--- src/design/hodt_pkg.sv ---
// Shared constants, codes and types of the object dictionary table.
// No dependencies; the design and checker files refer to it by scoped names.
package hodt_pkg;

  // Storage sizes
  localparam int SLOTS         = 256;
  localparam int PERSIST_SLOTS = 32;
  localparam int SLOT_W        = $clog2(SLOTS);
  localparam int PIDX_W        = (PERSIST_SLOTS > 1) ? $clog2(PERSIST_SLOTS) : 1;

  // Persistent-list scan: lanes checked per cycle
  localparam int SCAN_LANES  = 8;
  localparam int SCAN_GROUPS = (PERSIST_SLOTS + SCAN_LANES - 1) / SCAN_LANES;
  localparam int GRP_W       = (SCAN_GROUPS > 1) ? $clog2(SCAN_GROUPS) : 1;

  // Field widths
  localparam int IDX_W   = 16;
  localparam int SUB_W   = 8;
  localparam int DTYPE_W = 16;
  localparam int ACC_W   = 8;
  localparam int PERS_W  = 8;
  localparam int VAL_W   = 32;

  // Hash index*31 + subindex fits 21 bits; reduced 3 bits per step
  localparam int HASH_W    = 21;
  localparam int DIV_BITS  = 3;
  localparam int DIV_STEPS = HASH_W / DIV_BITS;
  localparam int STEP_W    = $clog2(DIV_STEPS);

  // Configuration register widths and reset values
  localparam int MOD_W  = 9;
  localparam int CNT_W  = 6;
  localparam int CODE_W = 8;
  localparam logic [MOD_W-1:0]  SLOT_COUNT_RST      = 9'd256;
  localparam logic [CNT_W-1:0]  PERSIST_COUNT_RST   = 6'd32;
  localparam logic [CODE_W-1:0] PERSISTENT_CODE_RST = 8'd1;

  typedef enum logic [1:0] {
    REG_SLOT_COUNT      = 2'd0,
    REG_PERSIST_COUNT   = 2'd1,
    REG_PERSISTENT_CODE = 2'd2
  } reg_e;

  typedef enum logic [1:0] {
    KIND_INSERT    = 2'd0,
    KIND_LOOKUP    = 2'd1,
    KIND_SET_VALUE = 2'd2
  } kind_e;

  typedef enum logic [2:0] {
    STAT_NEW         = 3'd0,
    STAT_OVERWRITTEN = 3'd1,
    STAT_COLLISION   = 3'd2,
    STAT_FOUND       = 3'd3,
    STAT_NOT_PRESENT = 3'd4,
    STAT_UPDATED     = 3'd5
  } status_e;

  typedef struct packed {
    logic [1:0]         kind;
    logic [IDX_W-1:0]   obj_index;
    logic [SUB_W-1:0]   sub_index;
    logic [DTYPE_W-1:0] data_type;
    logic [ACC_W-1:0]   access_mode;
    logic [PERS_W-1:0]  persistence;
    logic [VAL_W-1:0]   data_value;
  } req_t;

  typedef struct packed {
    logic               valid;
    logic [IDX_W-1:0]   obj_index;
    logic [SUB_W-1:0]   sub_index;
    logic [DTYPE_W-1:0] data_type;
    logic [ACC_W-1:0]   access_mode;
    logic [PERS_W-1:0]  persistence;
    logic [VAL_W-1:0]   data_value;
  } entry_t;

  typedef struct packed {
    logic [2:0]         status;
    logic [7:0]         slot;
    logic [IDX_W-1:0]   found_index;
    logic [SUB_W-1:0]   found_subindex;
    logic [DTYPE_W-1:0] found_data_type;
    logic [ACC_W-1:0]   found_access;
    logic [PERS_W-1:0]  found_persistence;
    logic [VAL_W-1:0]   found_value;
    logic               persist_recorded;
  } res_t;

endpackage

--- src/design/hodt_slot_hash.sv ---
// Iterative slot hash: (index*31 + subindex) mod modulus, a few bits a step.
// Depends on hodt_pkg.
module hodt_slot_hash (
  input  logic                        clk_i,
  input  logic                        rst_ni,
  input  logic                        start_i,
  input  logic [hodt_pkg::IDX_W-1:0]  obj_index_i,
  input  logic [hodt_pkg::SUB_W-1:0]  sub_index_i,
  input  logic [hodt_pkg::MOD_W-1:0]  modulus_i,
  output logic                        busy_o,
  output logic [hodt_pkg::MOD_W-1:0]  rem_o
);

  logic [hodt_pkg::HASH_W-1:0] dividend_q, dividend_d, hash;
  logic [hodt_pkg::MOD_W-1:0]  rem_q, rem_d;
  logic [hodt_pkg::STEP_W-1:0] step_q;
  logic                        busy_q;
  logic [hodt_pkg::MOD_W:0]    r;

  // index*31 as index*32 - index
  assign hash = {obj_index_i, 5'b00000} - hodt_pkg::HASH_W'(obj_index_i)
              + hodt_pkg::HASH_W'(sub_index_i);

  // Shift in the next dividend bits and keep the partial remainder below the modulus
  always_comb begin
    r = {1'b0, rem_q};
    for (int b = 0; b < hodt_pkg::DIV_BITS; b++) begin
      r = {r[hodt_pkg::MOD_W-1:0], dividend_q[hodt_pkg::HASH_W-1-b]};
      if (r >= {1'b0, modulus_i}) begin
        r = r - {1'b0, modulus_i};
      end
    end
    rem_d      = r[hodt_pkg::MOD_W-1:0];
    dividend_d = dividend_q << hodt_pkg::DIV_BITS;
  end

  always_ff @(posedge clk_i or negedge rst_ni) begin
    if (!rst_ni) begin
      busy_q <= 1'b0;
      step_q <= '0;
    end else if (start_i) begin
      busy_q <= 1'b1;
      step_q <= '0;
    end else if (busy_q) begin
      step_q <= step_q + 1'b1;
      if (step_q == hodt_pkg::STEP_W'(hodt_pkg::DIV_STEPS - 1)) begin
        busy_q <= 1'b0;
      end
    end
  end

  always_ff @(posedge clk_i) begin
    if (start_i) begin
      dividend_q <= hash;
      rem_q      <= '0;
    end else if (busy_q) begin
      dividend_q <= dividend_d;
      rem_q      <= rem_d;
    end
  end

  assign busy_o = busy_q;
  assign rem_o  = rem_q;

endmodule

--- config.mk ---
export PLATFORM = sky130hd
export DESIGN_NAME = hodt_slot_hash
export DESIGN_NICKNAME = d
export VERILOG_FILES = /design/src/design/hodt_pkg.sv /design/src/design/hodt_slot_hash.sv
export SDC_FILE = /design/constraint.sdc
export NUM_CORES = 1
export LEC_CHECK = 0
export ABC_AREA = 1
export BUFFER_PORTS_ARGS = -buffer_cell sky130_fd_sc_hd__buf_2
export CAP_MARGIN = 20
export CORE_ASPECT_RATIO = 0.9
export CORE_MARGIN = 5
export CORE_UTILIZATION = 40
export CTS_BUF_LIST = sky130_fd_sc_hd__clkbuf_8
export DETAILED_ROUTE_END_ITERATION = 10
export PLACE_DENSITY = 0.6
export SLEW_MARGIN = 20
export SYNTH_ARGS = -nofsm -noshare
export SYNTH_HDL_FRONTEND = slang
export SYNTH_SLANG_ARGS = --single-unit
--- constraint.sdc ---
create_clock -name clk_i -period 9.2 [get_ports clk_i]
set_input_delay 0.46 -clock clk_i [delete_from_list [all_inputs] [get_ports clk_i]]
set_output_delay 0.46 -clock clk_i [all_outputs]
set_load 0.02 [all_outputs]
==> impl_metrics.csv, run 1 <==
group,metric,value,unit
run_status,outcome,"finished clean",
setup_path,max_stage_delay,450,ps
final_layout,stdcell_area,4950,µm²
final_layout,fin_nets,789,
setup_path,r2r-start,"dividend_q[20]",
setup_path,worst_path_max_delay_cell,"fa_1",
timing,fin_skew,10.0,ps
yosys,synth_nets,744,
grt,grt_overflow,0,
flow_run,drv_cap,0,
floorplan,initial_utilization,41.1,%
timing,slew_headroom,44.1,%
final_layout,diodes,0,
final_layout,drive_gt1_share,14.3,%
floorplan,row_count,36,
timing,fmax,196,MHz
floorplan,die_w,122,µm
clock_tree,clk_latency,290,ps
routing,ant_nets,0,
yosys,async_reset_ff_share,11.8,%
setup_path,required,9390,ps
setup_path,r2r_setup_slack,4090,ps
final_layout,fill_cells,1155,
yosys,synth-adder-area-share,20.2,%
yosys,synth_simple_gate_area_share,29.7,%
grt,grt_first_pass_wirelength,19000,µm
clock_tree,cts_tree,"yes",
clock_tree,cts_buffers,5,
routing,firstDrtPassIters,4,
timing,finalSetupTns,0,ps
setup_path,reg2reg_depth,32,
setup_path,crit_path_end_kind,"register",
timing,worstMarginPinSlew,835,ps
setup_path,r2r_end,"rem_o[8]",
yosys,synth_top_cell_by_area,"ha_1",
yosys,netlist_instances,640,
floorplan,die_y,110,µm
clock_tree,clk_pin_slew,80,ps
yosys,synth_mux_area_share,0,%
routing,wl_per_cell,13.7,µm
setup_path,critPathMaxFanout,14,
grt,grt_max_degree,25,
timing,finalHoldViolCount,0,
setup_path,worstPathBufferInverterCount,4,
routing,drt-initial-drc-count,271,
floorplan,coreArea,10900,µm²
yosys,yosysWarnings,0,
timing,setup_viol,0,
setup_path,cp.arrival,5300,ps
yosys,syn_area_per_cell,7.00,µm²
timing,rsz0062_at_grt,"false",
yosys,synth_xor_area_share,4.69,%
clock_tree,cts_buffer_depth,2,
grt,grt_antenna_before_repair,0,
yosys,synth_compound_area_share,14.1,%
placement,gp_congestion,0.974,
timing,period_minus_slack,5110,ps
yosys,synth-seq-cells,34,
placement,hpwl,9860,µm
yosys,synthTopCellsByArea,"ha_1 (17%), edfxtp_1 (14%), nand2_1 (13%)",
yosys,synth_top_family_by_area,"simple AND/OR/NAND/NOR gates",
yosys,yosysSeqAreaShare,20.3,%
clock_tree,htree_num_levels,2,
routing,num_vias,4214,
clock_tree,cts-resized-gates,0,
routing,finalWirelength,11500,µm
yosys,ys_types,43,
yosys,yosysTopAreaCellShare,17.0,%
setup_path,crit_family,"simple AND/OR/NAND/NOR gates",
yosys,synth_edf_count,21,
setup_path,worstSetupStartpointType,"register",
hold_path,min_path_type,"in2async",
placement,port_buffers,45,
setup_path,cp_common_cell,"nand2_2",
timing,final_max_slew_viol_count,0,
final_layout,areaGrowthSynthToFinish,10.4,%
floorplan,dieArea,13400,µm²
grt,grt_pass1_vias,4018,
clock_tree,cts_sinks,34,
setup_path,path_class,"reg2reg",
placement,placed_cell_area,4830,µm²
clock_tree,root_buffer,"clkbuf_8",
routing,viasPerCell,5.03,
timing,holdWs,499,ps
floorplan,ios,46,
yosys,synth_flop_cell,"edfxtp_1",
routing,route.detailed.drc,0,
final_layout,final_util,45.4,%
yosys,syn_area,4480,µm²
grt,grtUsageTotal,17.7,%
timing,post-route-period-util,55.6,%
==> state kept, by name (all words and copies together), names as in the netlist <==
name	count
busy_o	1
dividend_q	21
rem_o	9
step_q	3
==> stage by stage <==
step	cells	setup WS, ps
2_1_floorplan	640	4510
3_3_place_gp	829	4100
3_5_place_dp	829	3980
4_1_cts	838	4070
5_1_grt	838	3640
6_report	838	4090
==> layer usage <==
metal | share of wire, % | vias to the layer above | track usage [%]
met4 | 1.8 | 0 | 4.96
met1 | 50 | 1923 | 24.3
met3 | 3.9 | 15 | 2.09
met5 | 0 | - | 0
li1 | - | 2188 | -
met2 | 44 | 88 | 29.5
==> worst register-to-register path, delay by kind of cell, from the launching register on <==
kind / cells / cell delay [ps]
simple gates: 20 / 1970
fa+ha+maj: 4 / 1420
compound gates: 4 / 820
flops: 1 / 440
buf+inv: 4 / 370
==> cell usage in the layout (no fill, tap or decap), types with 2 or more instances in the layout <==
cell type	instances
nand3_1	42
dfrtp_1	4
xor2_1	7
nor2_2	2
or2_2	2
o31ai_1	5
nor2_8	2
fa_1	7
o21ai_0	29
nor2_1	35
nand2_4	4
inv_1	113
nand2_1	156
xnor2_1	17
nand4_1	11
clkbuf_8	5
a21oi_2	3
ha_1	61
buf_2	45
nor3_1	2
edfxtp_1	21
dfxtp_1	9
a21oi_1	38
nand2_2	23
a21o_1	5
a31oi_1	10
o21bai_1	3
o21ai_2	5
nand3b_1	4
nor4_1	2
==> layout make-up <==
class                           count  area [µm²]  share of cell area [%]
Clock inverter                      3        37.5                   0.759
Multi-Input combinational cell    485        3070                    62.1
Tap cell                          152         190                    3.85
Clock buffer                        5        68.8                    1.39
Timing Repair Buffer               46         235                    4.76
Inverter                          113         432                    8.73
Sequential cell                    34         911                    18.4
==> Yosys cell counts (2+ instances only) <==
| cell type | instances |
|---|---|
| nand2_1 | 156 |
| inv_1 | 111 |
| ha_1 | 61 |
| nand3_1 | 42 |
| a21oi_1 | 38 |
| nor2_1 | 35 |
| o21ai_0 | 29 |
| nand2_2 | 23 |
| edfxtp_1 | 21 |
| xnor2_1 | 17 |
| nand4_1 | 11 |
| a31oi_1 | 10 |
| dfxtp_1 | 9 |
| fa_1 | 7 |
| xor2_1 | 7 |
| a21o_1 | 5 |
| clkbuf_1 | 5 |
| o21ai_2 | 5 |
| o31ai_1 | 5 |
| dfrtp_1 | 4 |
| nand2_4 | 4 |
| nand3b_1 | 4 |
| a21oi_2 | 3 |
| o21bai_1 | 3 |
| buf_12 | 2 |
| nor2_2 | 2 |
| nor2_8 | 2 |
| nor3_1 | 2 |
| nor4_1 | 2 |
| or2_2 | 2 |
==> cells by family (layout without fill, tap and decap cells) <==
| family | Yosys count | in the layout |
|---|---|---|
| xor+xnor | 24 | 24 |
| buf+inv | 121 | 167 |
| fa+ha+maj | 68 | 68 |
| simple gates | 288 | 288 |
| compound gates | 105 | 105 |
| flops | 34 | 34 |
==> worst max-delay path by stage <==
stage	start	endpoint	slack, ps	cells after the start
floorplan	modulus_i[1]	rem_o[0]	4510	32
global placement	modulus_i[0]	rem_o[2]	4100	32
detailed placement	modulus_i[0]	rem_o[0]	3980	32
CTS	dividend_q[20]	rem_o[0]	4070	32
global route	dividend_q[20]	rem_o[4]	3640	34
finish	dividend_q[20]	rem_o[8]	4090	32
==> repair_timing <==
item	4_1_cts	5_1_grt
hold endpoints to repair	4	0
endpoints found under the setup margin	0	0
buffers inserted	0	0
hold buffers	1	0
Power of run 1 is not shown: default switching activity piles up to over one toggle a cycle in this logic, so the estimate is an artifact.
==> run 2, diff against run 1 <==
PLACE_DENSITY = 0.62   (was 0.6)
clock period = 4.3 ns   (was 9.2 ns; I/O delays follow)
==> run 2 against run 1 <==
Compared with the run above: the run now ends with negative setup slack left; core utilization rose by 10 points; register-to-register slack got worse by 4200 ps; critical path depth up 1; clock skew is essentially flat; sequential cell count is the same; via count increased by 11%; cell area is 22% higher; non-clock buffer count up 96; count of clock-buffer cells in the layout unchanged; highest routed layer unchanged; fmax increased by 17%.
==> impl_metrics.csv, run 2 (synthesis gave the netlist of run 1 again) <==
group,metric,value,unit
floorplan,initial_utilization,41.1,%
setup_path,r2r_end,"rem_o[7]",
grt,use_met1,24.1,%
hold_path,min_path_type,"in2async",
grt,grt_max_degree,25,
timing,holdWs,240,ps
routing,firstDrtPassIters,5,
timing,finalHoldViolCount,0,
clock_tree,cts_tree,"yes",
final_layout,layout.cells.non_filler,938,
final_layout,final_cell_mix,"nand2_1 (149), inv_1 (105), buf_4 (95)",
grt,grt_pass1_vias,4679,
final_layout,areaGrowthSynthToFinish,35.0,%
setup_path,cp_common_cell,"nand2_2",
floorplan,ios,46,
grt,gr-max-usage-layer,"met2",
final_layout,largest_reg_flops,21,
setup_path,cp.arrival,4580,ps
floorplan,die_w,122,µm
final_layout,multi_input_area,3420,µm²
placement,post-place-ws,-213,ps
grt,use_met3,2.14,%
routing,route.detailed.drc,0,
floorplan,coreArea,10900,µm²
clock_tree,cts_sinks,34,
routing,num_vias,4679,
clock_tree,htree_num_levels,2,
timing,rsz0062_at_grt,"true",
routing,ant_nets,0,
final_layout,drive_gt1_share,30.9,%
setup_path,r2r-start,"dividend_q[20]",
final_layout,diodes,0,
timing,post-route-period-util,102,%
timing,worstMarginPinSlew,898,ps
setup_path,worst_path_max_delay_cell,"edfxtp_1",
timing,final_max_slew_viol_count,0,
run_status,outcome,"complete, but fails checks",
grt,grtUsageTotal,20.4,%
final_layout,largest-register,"dividend_q",
setup_path,max_stage_delay,380,ps
final_layout,fin_nets,889,
grt,grt_overflow,0,
floorplan,dieArea,13400,µm²
clock_tree,root_buffer,"clkbuf_8",
grt,grt_antenna_before_repair,0,
setup_path,crit_path_end_kind,"register",
floorplan,die_y,110,µm
final_layout,seq_area,911,µm²
placement,gp_congestion,0.998,
clock_tree,cts_buffers,5,
clock_tree,clk_pin_slew,80,ps
placement,dpl.cell_count,911,
clock_tree,cts_buffer_depth,2,
setup_path,worstSetupStartpointType,"register",
grt,globalRouteMet2Util,39.5,%
setup_path,worstPathBufferInverterCount,5,
setup_path,required,4490,ps
setup_path,reg2reg_depth,33,
setup_path,crit_family,"simple AND/OR/NAND/NOR gates",
setup_path,critPathMaxFanout,7,
placement,hpwl,10900,µm
setup_path,r2r_setup_slack,-90,ps
floorplan,row_count,36,
setup_path,path_class,"reg2reg",
placement,port_buffers,45,
timing,setup_viol,9,
run_status,violations,"negative setup slack",
timing,fmax,228,MHz
final_layout,final_common_cell,"nand2_1",
flow_run,drv_cap,0,
timing,fin_skew,9.81,ps
routing,viasPerCell,4.99,
timing,timing.final.ws_setup,-86.4,ps
final_layout,fill_cells,1044,
routing,finalWirelength,13300,µm
clock_tree,clk_latency,300,ps
timing,slew_headroom,40.1,%
grt,grt_first_pass_wirelength,21900,µm
timing,period_minus_slack,4390,ps
routing,drt-initial-drc-count,274,
routing,wl_per_cell,14.2,µm
==> run 2: routing by layer <==
layer	up-vias	share of wire, %
met4	0	1.9
met2	98	51
met3	20	3.3
li1	2391	-
met1	2170	44
met5	-	0
==> run 2: timing repair <==
item,in CTS,in global routing
hold endpoints to repair,4,0
pin swaps,13,8
hold buffers,1,0
setup endpoints to repair,9,9
gates cloned,4,0
gates resized for setup,31,11
buffers inserted,12,2
==> run 2: worst reg2reg max path: cells and delay by family (launching register included) <==
family | cells | cell delay, ps
buffers and inverters | 5 | 360
AO/OA/AOI/OAI | 5 | 790
flip-flops | 1 | 380
adder cells (fa/ha/maj) | 4 | 1110
AND/OR/NAND/NOR | 19 | 1610
==> run 2: per-stage QoR <==
stage	util, %	area [µm²]	setup TNS, ps
global placement	51.0	5560	-447
finish	55.5	6050	-551
global route	55.5	6050	-3410
CTS	54.8	5980	-26.7
detailed placement	51.0	5560	-1700
floorplan	-	4590	-703
==> run 2: final cells by class <==
type	count	share of cell area, %
flip-flops and latches	34	15.1
clock inverters	3	1.14
repair buffers	142	15.9
inverters	113	7.14
well taps	152	3.15
clock buffers	5	1.14
multi-input cells	489	56.5
==> run 2: worst max path at each step <==
| stage | startpoint | endpoint | slack [ps] | cells after the start |
|---|---|---|---|---|
| final | dividend_q[20] | rem_o[7] | -90 | 33 |
| after global routing | dividend_q[20] | rem_o[1] | -410 | 33 |
| after CTS | dividend_q[20] | rem_o[4] | -10 | 34 |
| after detailed placement | dividend_q[20] | rem_o[4] | -210 | 36 |
| after global placement | dividend_q[20] | rem_o[7] | -80 | 35 |
| after floorplan | dividend_q[20] | rem_o[0] | -80 | 34 |
Power of run 2 is left out for the same reason.
==> run 3, diff against run 2 <==
PLACE_DENSITY = unset   (was 0.62)
PLACE_DENSITY_LB_ADDON = 0.08   (was unset)
clock period = 4.55 ns   (was 4.3 ns; I/O delays follow)
==> run 3 against run 2 <==
Compared with the run above: the run still ends with negative setup slack left; sequential share of layout area grew 0.26 points; count of clock-buffer cells in the layout stayed put; final cell count fell by 2.7%; fmax down 3.9%.
==> impl_metrics.csv, run 3 (synthesis gave the netlist of run 1 again) <==
group,metric,value,unit
final_layout,areaGrowthSynthToFinish,32.7,%
routing,firstDrtPassIters,6,
setup_path,required,4730,ps
timing,period_minus_slack,4560,ps
routing,num_vias,4542,
setup_path,critPathMaxFanout,7,
timing,setup_viol,4,
final_layout,drive_gt1_share,29.6,%
hold_path,min_path_type,"in2async",
floorplan,row_count,36,
timing,rsz0062_at_grt,"true",
timing,post-route-period-util,100,%
run_status,outcome,"complete, but fails checks",
final_layout,fin_nets,864,
timing,timing.final.ws_setup,-12.7,ps
timing,slew_headroom,41.8,%
routing,viasPerCell,4.97,
clock_tree,cts_buffer_depth,2,
flow_run,drv_cap,0,
routing,drt-initial-drc-count,317,
run_status,violations,"negative setup slack",
final_layout,layout.cells.non_filler,913,
floorplan,ios,46,
clock_tree,root_buffer,"clkbuf_8",
routing,ant_nets,0,
final_layout,final_util,54.5,%
floorplan,dieArea,13400,µm²
routing,finalWirelength,13700,µm
final_layout,fill_cells,1074,
floorplan,die_w,122,µm
grt,grt_max_degree,25,
clock_tree,cts_tree,"yes",
grt,grt_pass1_vias,4419,
clock_tree,cts_buffers,5,
setup_path,path_class,"reg2reg",
setup_path,crit_path_end_kind,"register",
clock_tree,clk_latency,290,ps
final_layout,largest_reg_flops,21,
setup_path,cp.arrival,4750,ps
setup_path,worstSetupStartpointType,"register",
grt,grt_first_pass_wirelength,22300,µm
final_layout,largest-register,"dividend_q",
setup_path,r2r-start,"dividend_q[20]",
timing,worstMarginPinSlew,871,ps
setup_path,worstSetupStartpoint,"dividend_q[20]",
final_layout,diodes,0,
placement,dpl.cell_count,883,
placement,gp_congestion,0.930,
timing,final_max_slew_viol_count,0,
setup_path,worst_path_max_delay_cell,"fa_2",
floorplan,coreArea,10900,µm²
setup_path,cp_common_cell,"nand2_2",
grt,grtUsageTotal,20.9,%
clock_tree,htree_num_levels,2,
final_layout,final_common_cell,"nand2_1",
routing,wl_per_cell,15.0,µm
placement,port_buffers,45,
floorplan,die_y,110,µm
grt,grt_antenna_before_repair,0,
routing,route.detailed.drc,0,
floorplan,initial_utilization,41.1,%
grt,grt_overflow,0,
placement,post-place-ws,-181,ps
final_layout,final_cell_mix,"nand2_1 (149), inv_1 (101), buf_4 (69)",
timing,fmax,219,MHz
placement,hpwl,11000,µm
clock_tree,cts_sinks,34,
timing,finalHoldViolCount,0,
clock_tree,clk_pin_slew,80,ps
timing,fin_skew,9.49,ps
setup_path,max_stage_delay,400,ps
[run 3: worst paths after layout]
kind	end	slack, ps	cells past startpoint
worst min register to register	rem_o[7]	490	2
worst max-delay path	rem_o[7]	-10	35
max in group asynchronous	step_q[0]	4180	2
min in group clk_i	dividend_q[0]	370	3
worst max register to register	rem_o[7]	-10	35
worst min-delay path	busy_o	260	2
[run 3: through the flow]
step                cell area, µm²  hold slack [ps]  TNS, ps
floorplan                     4500            -68.1        0
global placement              5260             37.0    -1060
detailed placement            5260             40.3    -1540
CTS                           5680              252        0
global route                  5940              268    -2350
finish                        5940              256    -35.1
[run 3: area by class of cell]
class                      instances  area, µm²  area share (%)
tap                              152        190            3.20
sequential                        34        911            15.3
multi-input combinational        488       3480            58.5
inverter                         113        434            7.31
timing repair buffer             118        791            13.3
clock inverter                     3       68.8            1.16
clock buffer                       5       68.8            1.16
[run 3: metal layers]
| layer | vias up | share of wire (%) | track usage, % |
|---|---|---|---|
| li1 | 2332 | - | - |
| met1 | 2093 | 55 | 34.2 |
| met2 | 108 | 40 | 29.3 |
| met3 | 9 | 4.6 | 2.45 |
| met4 | 0 | 0.80 | 3.52 |
| met5 | - | 0 | 0 |
[run 3: what timing repair did]
| action | in CTS | in global routing |
|---|---|---|
| endpoints found under the hold margin | 4 | 0 |
| pin swaps | 15 | 32 |
| hold buffers | 1 | 0 |
| gates resized for setup | 34 | 39 |
| setup buffers | 7 | 11 |
| gates cloned | 3 | 0 |
| endpoints found under the setup margin | 9 | 9 |
[run 3: critical path: cells and delay by family (launching register included)]
| kind | cells | cell delay (ps) |
|---|---|---|
| adder cells (fa/ha/maj) | 4 | 1120 |
| AO/OA/AOI/OAI | 4 | 680 |
| AND/OR/NAND/NOR | 21 | 1830 |
| flip-flops | 1 | 390 |
| buffers and inverters | 6 | 410 |
Power of run 3 is left out for the same reason.
